[src/sv/assert_macros.svh]
// assertion macros shared by the encoder modules
`ifndef ASSERT_MACROS_SVH
`define ASSERT_MACROS_SVH

// antecedent implies consequent in the same cycle
`define QOI_ASSERT_IMP(label, clk, rst, ante, cons) \
   label: assert property (@(posedge clk) disable iff (rst) (ante) |-> (cons)) \
      else $error("qoi encoder assertion failed");

// antecedent implies consequent in the next cycle
`define QOI_ASSERT_NXT(label, clk, rst, ante, cons) \
   label: assert property (@(posedge clk) disable iff (rst) (ante) |=> (cons)) \
      else $error("qoi encoder assertion failed");

`endif

[src/sv/qoi_pkg.sv]
// ---------------------------------------------------------------------------
// qoi_pkg
// Shared types and constants of the QOI image encoder.
// ---------------------------------------------------------------------------
package qoi_pkg;

   localparam int CSR_INDEX_W = 8;
   localparam int CSR_DATA_W  = 16;

   // configuration register indexes
   localparam logic [CSR_INDEX_W-1:0] CSR_IMAGE_WIDTH  = 8'd0;
   localparam logic [CSR_INDEX_W-1:0] CSR_IMAGE_HEIGHT = 8'd1;

   // stream constants
   localparam logic [31:0] QOI_MAGIC    = 32'h716F6966;
   localparam logic [7:0]  QOI_CHANNELS = 8'd4;
   localparam logic [7:0]  QOI_END_TAIL = 8'h01;
   localparam logic [4:0]  HDR_LEN      = 5'd14;
   localparam logic [4:0]  END_LEN      = 5'd8;

   // op tags
   localparam logic [1:0] TAG_INDEX = 2'b00;
   localparam logic [1:0] TAG_DIFF  = 2'b01;
   localparam logic [1:0] TAG_LUMA  = 2'b10;
   localparam logic [1:0] TAG_RUN   = 2'b11;
   localparam logic [7:0] TAG_RGB   = 8'hFE;
   localparam logic [7:0] TAG_RGBA  = 8'hFF;

   localparam logic [5:0]  RUN_LIMIT  = 6'd62;
   localparam logic [31:0] PIXEL_INIT = 32'h0000_00FF;

   // one classified pixel as a list of byte groups to send
   typedef struct packed {
      logic            hdr;
      logic            run_en;
      logic [7:0]      run_byte;
      logic [2:0]      op_len;
      logic [4:0][7:0] op_bytes;
      logic            eoi;
   } qoi_cmd_type;

endpackage

[src/sv/qoi_ifs.sv]
// ---------------------------------------------------------------------------
// qoi channel interfaces
// Pixel input, byte output and register write channels.
// ---------------------------------------------------------------------------
interface qoi_req_if;
   logic       valid;
   logic       ready;
   logic [7:0] pixel_red;
   logic [7:0] pixel_green;
   logic [7:0] pixel_blue;
   logic [7:0] pixel_alpha;

   modport source (output valid, pixel_red, pixel_green, pixel_blue, pixel_alpha,
                   input ready);
   modport sink (input valid, pixel_red, pixel_green, pixel_blue, pixel_alpha,
                 output ready);
endinterface

interface qoi_rsp_if;
   logic       valid;
   logic       ready;
   logic [7:0] out_byte;
   logic       last_of_item;
   logic       end_of_image;

   modport source (output valid, out_byte, last_of_item, end_of_image, input ready);
   modport sink (input valid, out_byte, last_of_item, end_of_image, output ready);
endinterface

interface qoi_csr_if;
   logic                               valid;
   logic                               ready;
   logic [qoi_pkg::CSR_INDEX_W-1:0]    index;
   logic [qoi_pkg::CSR_DATA_W-1:0]     data;

   modport source (output valid, index, data, input ready);
   modport sink (input valid, index, data, output ready);
endinterface

[src/sv/qoi_front.sv]
// ---------------------------------------------------------------------------
// qoi_front
// Takes pixels, looks up the colour index and classifies each pixel into
// the byte groups it produces. Holds previous pixel, run and pixel count.
// ---------------------------------------------------------------------------
`include "assert_macros.svh"

module qoi_front (
   input  logic                 clock,
   input  logic                 reset,
   qoi_req_if.sink              req,
   input  logic [31:0]          total_pixels,
   output logic                 push,
   output qoi_pkg::qoi_cmd_type push_cmd,
   input  logic                 q_full
);

   function automatic logic [5:0] qoi_hash(input logic [31:0] px);
      logic [5:0] h;
      h = px[29:24] * 6'd3 + px[21:16] * 6'd5 + px[13:8] * 6'd7 + px[5:0] * 6'd11;
      return h;
   endfunction

   logic [31:0] index_mem [64];

   logic        p1_valid_ff, p1_valid_in;
   logic [31:0] p1_px_ff;
   logic [5:0]  p1_hash_ff;
   logic [31:0] rd_raw_ff;
   logic        byp_ff, byp_in;
   logic [31:0] byp_data_ff;
   logic        ent_valid_ff, ent_valid_in;
   logic [63:0] valid_bits_ff, valid_bits_in;
   logic [31:0] prev_ff, prev_in;
   logic [5:0]  run_ff, run_in;
   logic [31:0] seen_ff, seen_in;

   logic        accept, proc, need_push, last, same, hit, wr_en;
   logic [31:0] px_in, entry;
   logic [5:0]  hash_in, run_inc;
   logic [32:0] seen_inc;
   logic [7:0]  pr, pg, pb, pa, cr, cg, cb, ca;
   logic signed [7:0] vr, vg, vb, vgr, vgb;
   logic [7:0]  dr2, dg2, db2, lg, lr, lb;
   qoi_pkg::qoi_cmd_type cmd;

   assign px_in   = {req.pixel_red, req.pixel_green, req.pixel_blue, req.pixel_alpha};
   assign hash_in = qoi_hash(px_in);
   assign accept  = req.valid && req.ready;
   assign req.ready = !p1_valid_ff || proc;

   // index entry seen by the pixel in stage one, with write forwarding
   assign entry = !ent_valid_ff ? 32'h0 : (byp_ff ? byp_data_ff : rd_raw_ff);

   assign {cr, cg, cb, ca} = p1_px_ff;
   assign {pr, pg, pb, pa} = prev_ff;

   assign seen_inc = {1'b0, seen_ff} + 33'd1;
   assign last     = seen_inc >= {1'b0, total_pixels};
   assign same     = p1_px_ff == prev_ff;
   assign hit      = entry == p1_px_ff;
   assign run_inc  = run_ff + 6'd1;

   assign vr  = cr - pr;
   assign vg  = cg - pg;
   assign vb  = cb - pb;
   assign vgr = vr - vg;
   assign vgb = vb - vg;
   assign dr2 = vr + 8'sd2;
   assign dg2 = vg + 8'sd2;
   assign db2 = vb + 8'sd2;
   assign lg  = vg + 8'sd32;
   assign lr  = vgr + 8'sd8;
   assign lb  = vgb + 8'sd8;

   always_comb begin
      cmd          = '0;
      cmd.hdr      = seen_ff == 32'd0;
      cmd.eoi      = last;
      run_in       = 6'd0;
      wr_en        = 1'b0;
      if (same) begin
         if (run_inc >= qoi_pkg::RUN_LIMIT || last) begin
            cmd.run_en   = 1'b1;
            cmd.run_byte = {qoi_pkg::TAG_RUN, run_ff};
         end else begin
            run_in = run_inc;
         end
      end else begin
         if (run_ff != 6'd0) begin
            cmd.run_en   = 1'b1;
            cmd.run_byte = {qoi_pkg::TAG_RUN, run_ff - 6'd1};
         end
         if (hit) begin
            cmd.op_len      = 3'd1;
            cmd.op_bytes[0] = {qoi_pkg::TAG_INDEX, p1_hash_ff};
         end else begin
            wr_en = 1'b1;
            if (ca == pa) begin
               if (vr >= -8'sd2 && vr <= 8'sd1 && vg >= -8'sd2 && vg <= 8'sd1 &&
                   vb >= -8'sd2 && vb <= 8'sd1) begin
                  cmd.op_len      = 3'd1;
                  cmd.op_bytes[0] = {qoi_pkg::TAG_DIFF, dr2[1:0], dg2[1:0], db2[1:0]};
               end else if (vg >= -8'sd32 && vg <= 8'sd31 && vgr >= -8'sd8 &&
                            vgr <= 8'sd7 && vgb >= -8'sd8 && vgb <= 8'sd7) begin
                  cmd.op_len      = 3'd2;
                  cmd.op_bytes[0] = {qoi_pkg::TAG_LUMA, lg[5:0]};
                  cmd.op_bytes[1] = {lr[3:0], lb[3:0]};
               end else begin
                  cmd.op_len      = 3'd4;
                  cmd.op_bytes[0] = qoi_pkg::TAG_RGB;
                  cmd.op_bytes[1] = cr;
                  cmd.op_bytes[2] = cg;
                  cmd.op_bytes[3] = cb;
               end
            end else begin
               cmd.op_len      = 3'd5;
               cmd.op_bytes[0] = qoi_pkg::TAG_RGBA;
               cmd.op_bytes[1] = cr;
               cmd.op_bytes[2] = cg;
               cmd.op_bytes[3] = cb;
               cmd.op_bytes[4] = ca;
            end
         end
      end
   end

   assign need_push = cmd.hdr || cmd.run_en || (cmd.op_len != 3'd0) || cmd.eoi;
   assign proc      = p1_valid_ff && (!need_push || !q_full);
   assign push      = proc && need_push;
   assign push_cmd  = cmd;

   always_comb begin
      p1_valid_in   = p1_valid_ff;
      byp_in        = byp_ff;
      ent_valid_in  = ent_valid_ff;
      valid_bits_in = valid_bits_ff;
      prev_in       = prev_ff;
      seen_in       = seen_ff;
      if (accept) begin
         p1_valid_in  = 1'b1;
         byp_in       = proc && wr_en && (p1_hash_ff == hash_in);
         ent_valid_in = !(proc && last) && (valid_bits_ff[hash_in] || byp_in);
      end else if (proc) begin
         p1_valid_in = 1'b0;
      end
      if (proc) begin
         if (last) begin
            valid_bits_in = '0;
            prev_in       = qoi_pkg::PIXEL_INIT;
            seen_in       = 32'd0;
         end else begin
            if (wr_en) valid_bits_in[p1_hash_ff] = 1'b1;
            prev_in = p1_px_ff;
            seen_in = seen_inc[31:0];
         end
      end
   end

   always_ff @(posedge clock) begin
      if (reset) begin
         p1_valid_ff   <= 1'b0;
         byp_ff        <= 1'b0;
         ent_valid_ff  <= 1'b0;
         valid_bits_ff <= '0;
         prev_ff       <= qoi_pkg::PIXEL_INIT;
         run_ff        <= 6'd0;
         seen_ff       <= 32'd0;
      end else begin
         p1_valid_ff   <= p1_valid_in;
         byp_ff        <= byp_in;
         ent_valid_ff  <= ent_valid_in;
         valid_bits_ff <= valid_bits_in;
         prev_ff       <= prev_in;
         if (proc) run_ff <= last ? 6'd0 : run_in;
         seen_ff       <= seen_in;
      end
   end

   always_ff @(posedge clock) begin
      if (accept) begin
         p1_px_ff    <= px_in;
         p1_hash_ff  <= hash_in;
         byp_data_ff <= p1_px_ff;
      end
   end

   // colour index memory, registered read
   always_ff @(posedge clock) begin
      if (proc && wr_en) index_mem[p1_hash_ff] <= p1_px_ff;
      if (accept) rd_raw_ff <= index_mem[hash_in];
   end

   `QOI_ASSERT_NXT(a_clear_at_end, clock, reset, proc && last, seen_ff == 32'd0 && run_ff == 6'd0 && valid_bits_ff == '0)
   `QOI_ASSERT_IMP(a_run_bound, clock, reset, 1'b1, run_ff < qoi_pkg::RUN_LIMIT)

endmodule

[src/sv/qoi_queue.sv]
// ---------------------------------------------------------------------------
// qoi_queue
// Small queue of classified pixels between the front and the serializer.
// ---------------------------------------------------------------------------
`include "assert_macros.svh"

module qoi_queue #(
   parameter int DEPTH = 4
) (
   input  logic                 clock,
   input  logic                 reset,
   input  logic                 push,
   input  qoi_pkg::qoi_cmd_type push_cmd,
   output logic                 full,
   input  logic                 pop,
   output qoi_pkg::qoi_cmd_type head_cmd,
   output logic                 empty
);

   localparam int PTR_W = $clog2(DEPTH);
   localparam int CNT_W = $clog2(DEPTH + 1);

   qoi_pkg::qoi_cmd_type entries [DEPTH];

   logic [PTR_W-1:0] wr_ptr_ff, wr_ptr_in, rd_ptr_ff, rd_ptr_in;
   logic [CNT_W-1:0] count_ff, count_in;

   assign full     = count_ff == CNT_W'(DEPTH);
   assign empty    = count_ff == '0;
   assign head_cmd = entries[rd_ptr_ff];

   always_comb begin
      wr_ptr_in = wr_ptr_ff;
      rd_ptr_in = rd_ptr_ff;
      count_in  = count_ff;
      if (push) wr_ptr_in = (wr_ptr_ff == PTR_W'(DEPTH - 1)) ? '0 : wr_ptr_ff + 1'b1;
      if (pop)  rd_ptr_in = (rd_ptr_ff == PTR_W'(DEPTH - 1)) ? '0 : rd_ptr_ff + 1'b1;
      if (push && !pop) count_in = count_ff + 1'b1;
      else if (pop && !push) count_in = count_ff - 1'b1;
   end

   always_ff @(posedge clock) begin
      if (reset) begin
         wr_ptr_ff <= '0;
         rd_ptr_ff <= '0;
         count_ff  <= '0;
      end else begin
         wr_ptr_ff <= wr_ptr_in;
         rd_ptr_ff <= rd_ptr_in;
         count_ff  <= count_in;
      end
   end

   always_ff @(posedge clock) begin
      if (push) entries[wr_ptr_ff] <= push_cmd;
   end

   `QOI_ASSERT_IMP(a_no_overflow, clock, reset, push && !pop, !full)
   `QOI_ASSERT_IMP(a_no_underflow, clock, reset, pop, !empty)

endmodule

[src/sv/qoi_back.sv]
// ---------------------------------------------------------------------------
// qoi_back
// Serializes each queued pixel into stream bytes: header, run, op, end
// marker, through a registered output word.
// ---------------------------------------------------------------------------
`include "assert_macros.svh"

module qoi_back (
   input  logic                 clock,
   input  logic                 reset,
   input  qoi_pkg::qoi_cmd_type head_cmd,
   input  logic                 empty,
   output logic                 pop,
   input  logic [15:0]          image_width,
   input  logic [15:0]          image_height,
   qoi_rsp_if.source            rsp
);

   function automatic logic [7:0] hdr_byte(input logic [3:0] pos,
                                           input logic [15:0] w,
                                           input logic [15:0] h);
      logic [7:0] v;
      case (pos)
         4'd0:    v = qoi_pkg::QOI_MAGIC[31:24];
         4'd1:    v = qoi_pkg::QOI_MAGIC[23:16];
         4'd2:    v = qoi_pkg::QOI_MAGIC[15:8];
         4'd3:    v = qoi_pkg::QOI_MAGIC[7:0];
         4'd6:    v = w[15:8];
         4'd7:    v = w[7:0];
         4'd10:   v = h[15:8];
         4'd11:   v = h[7:0];
         4'd12:   v = qoi_pkg::QOI_CHANNELS;
         default: v = 8'h00;
      endcase
      return v;
   endfunction

   function automatic logic [7:0] op_byte(input logic [2:0] idx,
                                          input logic [4:0][7:0] bytes);
      logic [7:0] v;
      case (idx)
         3'd0:    v = bytes[0];
         3'd1:    v = bytes[1];
         3'd2:    v = bytes[2];
         3'd3:    v = bytes[3];
         3'd4:    v = bytes[4];
         default: v = 8'h00;
      endcase
      return v;
   endfunction

   logic [4:0] pos_ff, pos_in;
   logic       out_valid_ff, out_valid_in;
   logic [7:0] out_byte_ff;
   logic       out_last_ff, out_eoi_ff;

   logic [4:0] n_hdr, b2, b3, total;
   logic [4:0] op_off;
   logic       load, last_byte;
   logic [7:0] cur_byte;

   assign n_hdr     = head_cmd.hdr ? qoi_pkg::HDR_LEN : 5'd0;
   assign b2        = n_hdr + {4'b0, head_cmd.run_en};
   assign b3        = b2 + {2'b0, head_cmd.op_len};
   assign total     = b3 + (head_cmd.eoi ? qoi_pkg::END_LEN : 5'd0);
   assign last_byte = pos_ff == total - 5'd1;
   assign op_off    = pos_ff - b2;

   always_comb begin
      if (pos_ff < n_hdr) begin
         cur_byte = hdr_byte(pos_ff[3:0], image_width, image_height);
      end else if (pos_ff < b2) begin
         cur_byte = head_cmd.run_byte;
      end else if (pos_ff < b3) begin
         cur_byte = op_byte(op_off[2:0], head_cmd.op_bytes);
      end else begin
         cur_byte = last_byte ? qoi_pkg::QOI_END_TAIL : 8'h00;
      end
   end

   // output word is free or being taken this cycle
   assign load = !empty && (!out_valid_ff || rsp.ready);
   assign pop  = load && last_byte;

   always_comb begin
      pos_in       = pos_ff;
      out_valid_in = out_valid_ff;
      if (load) begin
         pos_in       = last_byte ? 5'd0 : pos_ff + 5'd1;
         out_valid_in = 1'b1;
      end else if (rsp.ready) begin
         out_valid_in = 1'b0;
      end
   end

   always_ff @(posedge clock) begin
      if (reset) begin
         pos_ff       <= 5'd0;
         out_valid_ff <= 1'b0;
      end else begin
         pos_ff       <= pos_in;
         out_valid_ff <= out_valid_in;
      end
   end

   always_ff @(posedge clock) begin
      if (load) begin
         out_byte_ff <= cur_byte;
         out_last_ff <= last_byte;
         out_eoi_ff  <= last_byte && head_cmd.eoi;
      end
   end

   assign rsp.valid        = out_valid_ff;
   assign rsp.out_byte     = out_byte_ff;
   assign rsp.last_of_item = out_last_ff;
   assign rsp.end_of_image = out_eoi_ff;

   `QOI_ASSERT_IMP(a_eoi_is_last, clock, reset, out_valid_ff && out_eoi_ff, out_last_ff)

endmodule

[src/sv/qoi_image_encoder_top.sv]
// A pixel is registered in stage one, queued, then sent through the output
// register. Throughput: one pixel per cycle while each yields at most one byte
// and the receiver is ready; otherwise bounded by the output port at one byte per
// cycle (header 14, ops up to 5, end marker 8), with the queue absorbing short bursts.
// Reset (synchronous, active high): clears index valid bits, run, pixel count
// and queue, sets the previous pixel to 0x000000FF; width and height registers go to 1.
// ---------------------------------------------------------------------------
// qoi_image_encoder_top
// QOI encoder: pixel front end, command queue and byte serializer.
// ---------------------------------------------------------------------------
module qoi_image_encoder_top #(
   parameter int QUEUE_DEPTH = 4
) (
   input  logic       clock,
   input  logic       reset,
   qoi_req_if.sink    req,
   qoi_rsp_if.source  rsp,
   qoi_csr_if.sink    csr
);

   logic [15:0] width_ff, height_ff;
   logic [31:0] total_ff, total_in;

   qoi_pkg::qoi_cmd_type push_cmd, head_cmd;
   logic push, pop, q_full, q_empty;

   assign csr.ready = 1'b1;
   assign total_in  = width_ff * height_ff;

   always_ff @(posedge clock) begin
      if (reset) begin
         width_ff  <= 16'd1;
         height_ff <= 16'd1;
         total_ff  <= 32'd1;
      end else begin
         total_ff <= total_in;
         if (csr.valid) begin
            case (csr.index)
               qoi_pkg::CSR_IMAGE_WIDTH:  width_ff  <= csr.data;
               qoi_pkg::CSR_IMAGE_HEIGHT: height_ff <= csr.data;
               default: ;
            endcase
         end
      end
   end

   qoi_front u_front (
      .clock        (clock),
      .reset        (reset),
      .req          (req),
      .total_pixels (total_ff),
      .push         (push),
      .push_cmd     (push_cmd),
      .q_full       (q_full)
   );

   qoi_queue #(
      .DEPTH (QUEUE_DEPTH)
   ) u_queue (
      .clock    (clock),
      .reset    (reset),
      .push     (push),
      .push_cmd (push_cmd),
      .full     (q_full),
      .pop      (pop),
      .head_cmd (head_cmd),
      .empty    (q_empty)
   );

   qoi_back u_back (
      .clock        (clock),
      .reset        (reset),
      .head_cmd     (head_cmd),
      .empty        (q_empty),
      .pop          (pop),
      .image_width  (width_ff),
      .image_height (height_ff),
      .rsp          (rsp)
   );

endmodule

[src/flat_wrapper.sv]
// flat-port wrapper written by rule: the top's interface ports become plain ports
module qoi_image_encoder_top_flat 
#(
   parameter int QUEUE_DEPTH = 4
)
  (clock, reset, req_valid, req_pixel_red, req_pixel_green, req_pixel_blue, req_pixel_alpha, req_ready, rsp_valid, rsp_out_byte, rsp_last_of_item, rsp_end_of_image, rsp_ready, csr_valid, csr_index, csr_data, csr_ready);
  qoi_req_if req_i ();
  qoi_rsp_if rsp_i ();
  qoi_csr_if csr_i ();
  input  logic clock;
  input  logic reset;
  input wire logic [$bits(req_i.valid)-1:0] req_valid;
  input wire logic [$bits(req_i.pixel_red)-1:0] req_pixel_red;
  input wire logic [$bits(req_i.pixel_green)-1:0] req_pixel_green;
  input wire logic [$bits(req_i.pixel_blue)-1:0] req_pixel_blue;
  input wire logic [$bits(req_i.pixel_alpha)-1:0] req_pixel_alpha;
  output wire logic [$bits(req_i.ready)-1:0] req_ready;
  output wire logic [$bits(rsp_i.valid)-1:0] rsp_valid;
  output wire logic [$bits(rsp_i.out_byte)-1:0] rsp_out_byte;
  output wire logic [$bits(rsp_i.last_of_item)-1:0] rsp_last_of_item;
  output wire logic [$bits(rsp_i.end_of_image)-1:0] rsp_end_of_image;
  input wire logic [$bits(rsp_i.ready)-1:0] rsp_ready;
  input wire logic [$bits(csr_i.valid)-1:0] csr_valid;
  input wire logic [$bits(csr_i.index)-1:0] csr_index;
  input wire logic [$bits(csr_i.data)-1:0] csr_data;
  output wire logic [$bits(csr_i.ready)-1:0] csr_ready;
  assign req_i.valid = req_valid;
  assign req_i.pixel_red = req_pixel_red;
  assign req_i.pixel_green = req_pixel_green;
  assign req_i.pixel_blue = req_pixel_blue;
  assign req_i.pixel_alpha = req_pixel_alpha;
  assign req_ready = req_i.ready;
  assign rsp_valid = rsp_i.valid;
  assign rsp_out_byte = rsp_i.out_byte;
  assign rsp_last_of_item = rsp_i.last_of_item;
  assign rsp_end_of_image = rsp_i.end_of_image;
  assign rsp_i.ready = rsp_ready;
  assign csr_i.valid = csr_valid;
  assign csr_i.index = csr_index;
  assign csr_i.data = csr_data;
  assign csr_ready = csr_i.ready;
  qoi_image_encoder_top #(.QUEUE_DEPTH(QUEUE_DEPTH)) u_core (.clock(clock), .reset(reset), .req(req_i), .rsp(rsp_i), .csr(csr_i));
endmodule
[config.mk]
export PLATFORM = sky130hd
export DESIGN_NAME = qoi_image_encoder_top_flat
export DESIGN_NICKNAME = d
export VERILOG_FILES = /design/src/sv/qoi_pkg.sv /design/src/sv/qoi_ifs.sv /design/src/sv/qoi_front.sv /design/src/sv/qoi_queue.sv /design/src/sv/qoi_back.sv /design/src/sv/qoi_image_encoder_top.sv /design/src/flat_wrapper.sv
export VERILOG_INCLUDE_DIRS = /design/src /design/src/sv
export SDC_FILE = /design/constraint.sdc
export NUM_CORES = 2
export LEC_CHECK = 0
export BUFFER_PORTS_ARGS = -buffer_cell sky130_fd_sc_hd__buf_2
export CAP_MARGIN = 20
export CORE_UTILIZATION = 46
export CTS_CLUSTER_SIZE = 24
export DETAILED_ROUTE_END_ITERATION = 7
export GPL_ROUTABILITY_DRIVEN = 0
export GPL_TIMING_DRIVEN = 0
export MAX_ROUTING_LAYER = met4
export PLACE_DENSITY_LB_ADDON = 0.3
export SETUP_SLACK_MARGIN = 0.5
export SLEW_MARGIN = 10
export SYNTH_ARGS = -nofsm -noshare
export SYNTH_HDL_FRONTEND = slang
export SYNTH_HIERARCHICAL = 1
export SYNTH_SLANG_ARGS = --single-unit
[constraint.sdc]
create_clock -name clock -period 6.43 [get_ports clock]
set_clock_uncertainty 0.2 [all_clocks]
set_input_delay 0.9645 -clock clock [delete_from_list [all_inputs] [get_ports clock]]
set_output_delay 0.9645 -clock clock [all_outputs]
set_load 0.02 [all_outputs]
==> flow_summary.yaml <==
pwr:
  power_density_nw_per_um2: 428.4
  swShare: 0.3500
  switching_power_w: 0.02004
  power_frac_clock: 0.250
  combPwrFrac: 0.407
  seqPwrFrac: 0.342
  peakVddDrop_uv: 683.5
  p_leak_nw: 45.71
  p_int_w: 0.03722
  design_power_total_w: 0.05726
hold_path:
  hold_depth: 1
  worstHoldStart: "req_pixel_alpha[7]"
  min_to: "u_core/u_front/p1_px_ff[7]$_DFFE_PP_"
  hp-class: "input pin to register"
floorplan:
  core_area_sq_um: 245700
  ios: 74
  die_w_um: 498.9
  die_h_um: 498.9
  rows: 182
  start_util: 0.4623
  dieArea_sq_um: 248900
detailed_routing:
  route.vias.total: 62670
  wire_per_inst_um: 29.06
  ant_nets: 0
  routed_wl_um: 306200
  avgViaCountPerCell: 5.948
  drtIter0Drc: 7752
  dr.pass1.iters: 6
  drc_errors: 0
critical_path:
  crit_arrival_ns: 6.54
  cpLargestDelayFamily: "adder cells"
  r2r_slack_ns: 0.41
  r2r-start: "u_core/height_ff[4]$_SDFFE_PP0P_"
  worstSetupEndpointType: "register"
  crit_buf_inv: 5
  crit_chain: "clkbuf_16, and2_4, fa_1, inv_1, fa_2, fa_2, fa_1, inv_1, fa_1, inv_1, fa_1, inv_2, ha_4, nand4_1, o22a_1, and2_4, a21oi_4, a31oi_4, or4_1, o211ai_1"
  cp-start-kind: "register"
  path_common_cell: "fa_1"
  startpoint: "u_core/height_ff[4]$_SDFFE_PP0P_"
  worstPathRequired_ns: 6.94
  cp_max_fo: 5
  r2r_end: "u_core/total_ff[30]$_SDFF_PP0_"
  ff2ff_path_depth: 20
  slowest_delay_ns: 0.58
  cp_slowest_cell: "fa_2"
  criticalPathCategory: "register to register"
global_routing:
  top_usage_layer: "met2"
  grtUsageMet1: 0.3313
  gr-usage-met3: 0.05004
  grt_start_max_net_pins: 52
  overflow: 0
  grt_first_pass_wirelength_um: 442200
  grt_use_total: 0.2536
  grt_use_met2: 0.3988
  antenna_found_initial: 13
  first_global_vias: 63050
synthesis:
  synthCells: 6290
  synth_enable_flop_cells: 2376
  async_flop_share: 0
  synth-seq-area-share: 0.6662
  synth-seq-cells: 2592
  synth_top_area_frac: 0.6282
  syn_area_sq_um: 113600
  synth_top_flop_cell: "edfxtp_1"
  yosysMostFrequentCell: "edfxtp_1"
  yosys.area.top_type: "edfxtp_1"
  synth_nets: 6800
  synthTopCellsByCount: "2376 x edfxtp_1, 743 x mux4_2, 365 x inv_1, 319 x nand2_1, 238 x nor2_1"
  synth.area.top_cells: "edfxtp_1 63%, mux4_2 15%, fa_1 4.0%, dfxtp_1 3.8%, ha_1 2.5%"
  syn_area_per_cell_sq_um: 18.06
  synth.distinct_cells: 102
  synth-warning-count: 6
cts:
  cts_buffer_depth: 3
  cts_buffers: 241
  clk_pin_slew_ns: 0.06
  cts_root_buf: "clkbuf_16"
  clock-sinks: 2592
  clk_latency_ns: 0.88
  cts_tree: "built"
  htreeDepth: 4
placement:
  placed_cell_area_sq_um: 123100
  detailedPlace.worstSlack_ns: -1.195
  port_buffers: 72
  hpwl_um: 221500
outcome:
  status: "finished clean"
sta:
  fin_ws_ns: 0.4063
  rsz0062_at_grt: "yes"
  maxSlewViolCount: 0
  timing.final.crit_share: 0.9368
  worst_pin_slew_ns: 1.220
  setup_viol: 0
  slew_headroom: 0.1790
  fmax_ghz: 0.1660
  hold_viol: 0
  fin_tns_setup_ns: 0
  min_period_ns: 6.024
cells_and_area:
  final_nets: 7608
  syn_to_final_growth_pct: 17.68
  final_layout_size_suffix_gt1_frac: 0.2934
  utilization: 0.5440
  final_cell_area_sq_um: 133700
job:
  maxCapViolations: 0
## registers in the layout, indices dropped and copies added, names as in the netlist, 16 cells and up, named ones only
register                      cells
u_core/u_front/byp_data_ff       32
u_core/u_front/p1_px_ff          32
u_core/u_queue/entries          216
u_core/height_ff                 16
u_core/total_ff                  32
u_core/u_front/rd_raw_ff         32
u_core/u_front/prev_ff           32
u_core/u_front/index_mem       2048
u_core/u_front/seen_ff           32
u_core/width_ff                  16
u_core/u_front/valid_bits_ff     64
## routing by layer
layer / wire length, um / up-vias
met3: 28000 / 593
met4: 12350 / 0
met5: 0 / -
met1: 118500 / 32910
met2: 147400 / 2924
li1: - / 26250
## cell usage in the layout (no fill, tap or decap), types with 52 or more instances in the layout
cell type / instances
edfxtp_1: 2376
mux4_2: 743
inv_1: 352
nand2_1: 314
buf_4: 309
clkbuf_16: 268
nor2_1: 232
ha_1: 209
fa_1: 208
dfxtp_1: 181
a21oi_1: 176
clkbuf_1: 145
and2_1: 122
buf_2: 105
xor2_1: 92
xnor2_1: 76
buf_8: 71
nor3_2: 70
buf_6: 68
buf_1: 63
mux2i_1: 59
buf_16: 57
clkinv_2: 56
clkinv_1: 53
o21ai_0: 52
## repair_timing
item / CTS / global route
pin swaps: 46 / 77
endpoints found under the hold margin: 3 / 0
gates resized for setup: 281 / 165
setup endpoints to repair: 376 / 232
buffers inserted: 57 / 55
cloned: 2 / 6
hold buffers: 3 / 0
## metrics by stage
stage / std cells / hold slack [ns]
finish: 10540 / 0.06833
global route: 10530 / 0.02109
CTS: 10460 / 0.004050
detailed placement: 9943 / 0.2491
global placement: 9582 / 0.2411
floorplan: 6290 / 0.2315
## layout make-up
| type | instances | area, sq um |
|---|---|---|
| Antenna cell | 12 | 30.03 |
| Clock buffer | 282 | 6319 |
| Multi-Input combinational cell | 3010 | 36240 |
| Tap cell | 3220 | 4029 |
| Fill cell | 18760 | 112000 |
| Clock inverter | 168 | 1619 |
| Buffer | 323 | 2243 |
| Timing Repair Buffer | 565 | 6020 |
| Sequential cell | 2592 | 75790 |
| Inverter | 365 | 1378 |
## worst max-delay path by stage
stage | slack (ns) | endpoint | cells after the start
after floorplan | 0.52 | u_core/total_ff[25]$_SDFF_PP0_ | 21
after global placement | -5.08 | u_core/u_front/index_mem[62][10]$_DFFE_PP_ | 11
after detailed placement | -1.20 | u_core/u_front/rd_raw_ff[13]$_DFFE_PP_ | 16
after CTS | 0.44 | u_core/total_ff[30]$_SDFF_PP0_ | 20
after global routing | 0.28 | u_core/total_ff[30]$_SDFF_PP0_ | 19
final | 0.41 | u_core/total_ff[30]$_SDFF_PP0_ | 20
## power groups by stage
stage	clock [W]	combinational, W	sequential [W]
floorplan	0	0.0130	0.0200
global placement	0	0.0214	0.0203
detailed placement	0	0.0223	0.0200
CTS	0.0145	0.0225	0.0196
global route	0.0151	0.0239	0.0196
finish	0.0143	0.0233	0.0196
## cell families after synthesis
kind of cell	count (synthesis)	synth area share
flops	2592	0.6662
simple gates	1093	0.04888
mux	838	0.1567
buf+inv	688	0.02438
compound gates	452	0.02562
fa+ha+maj	449	0.06440
xor+xnor	177	0.01378
other cells	1	0.00003302
(Power assumes the default switching activity.)
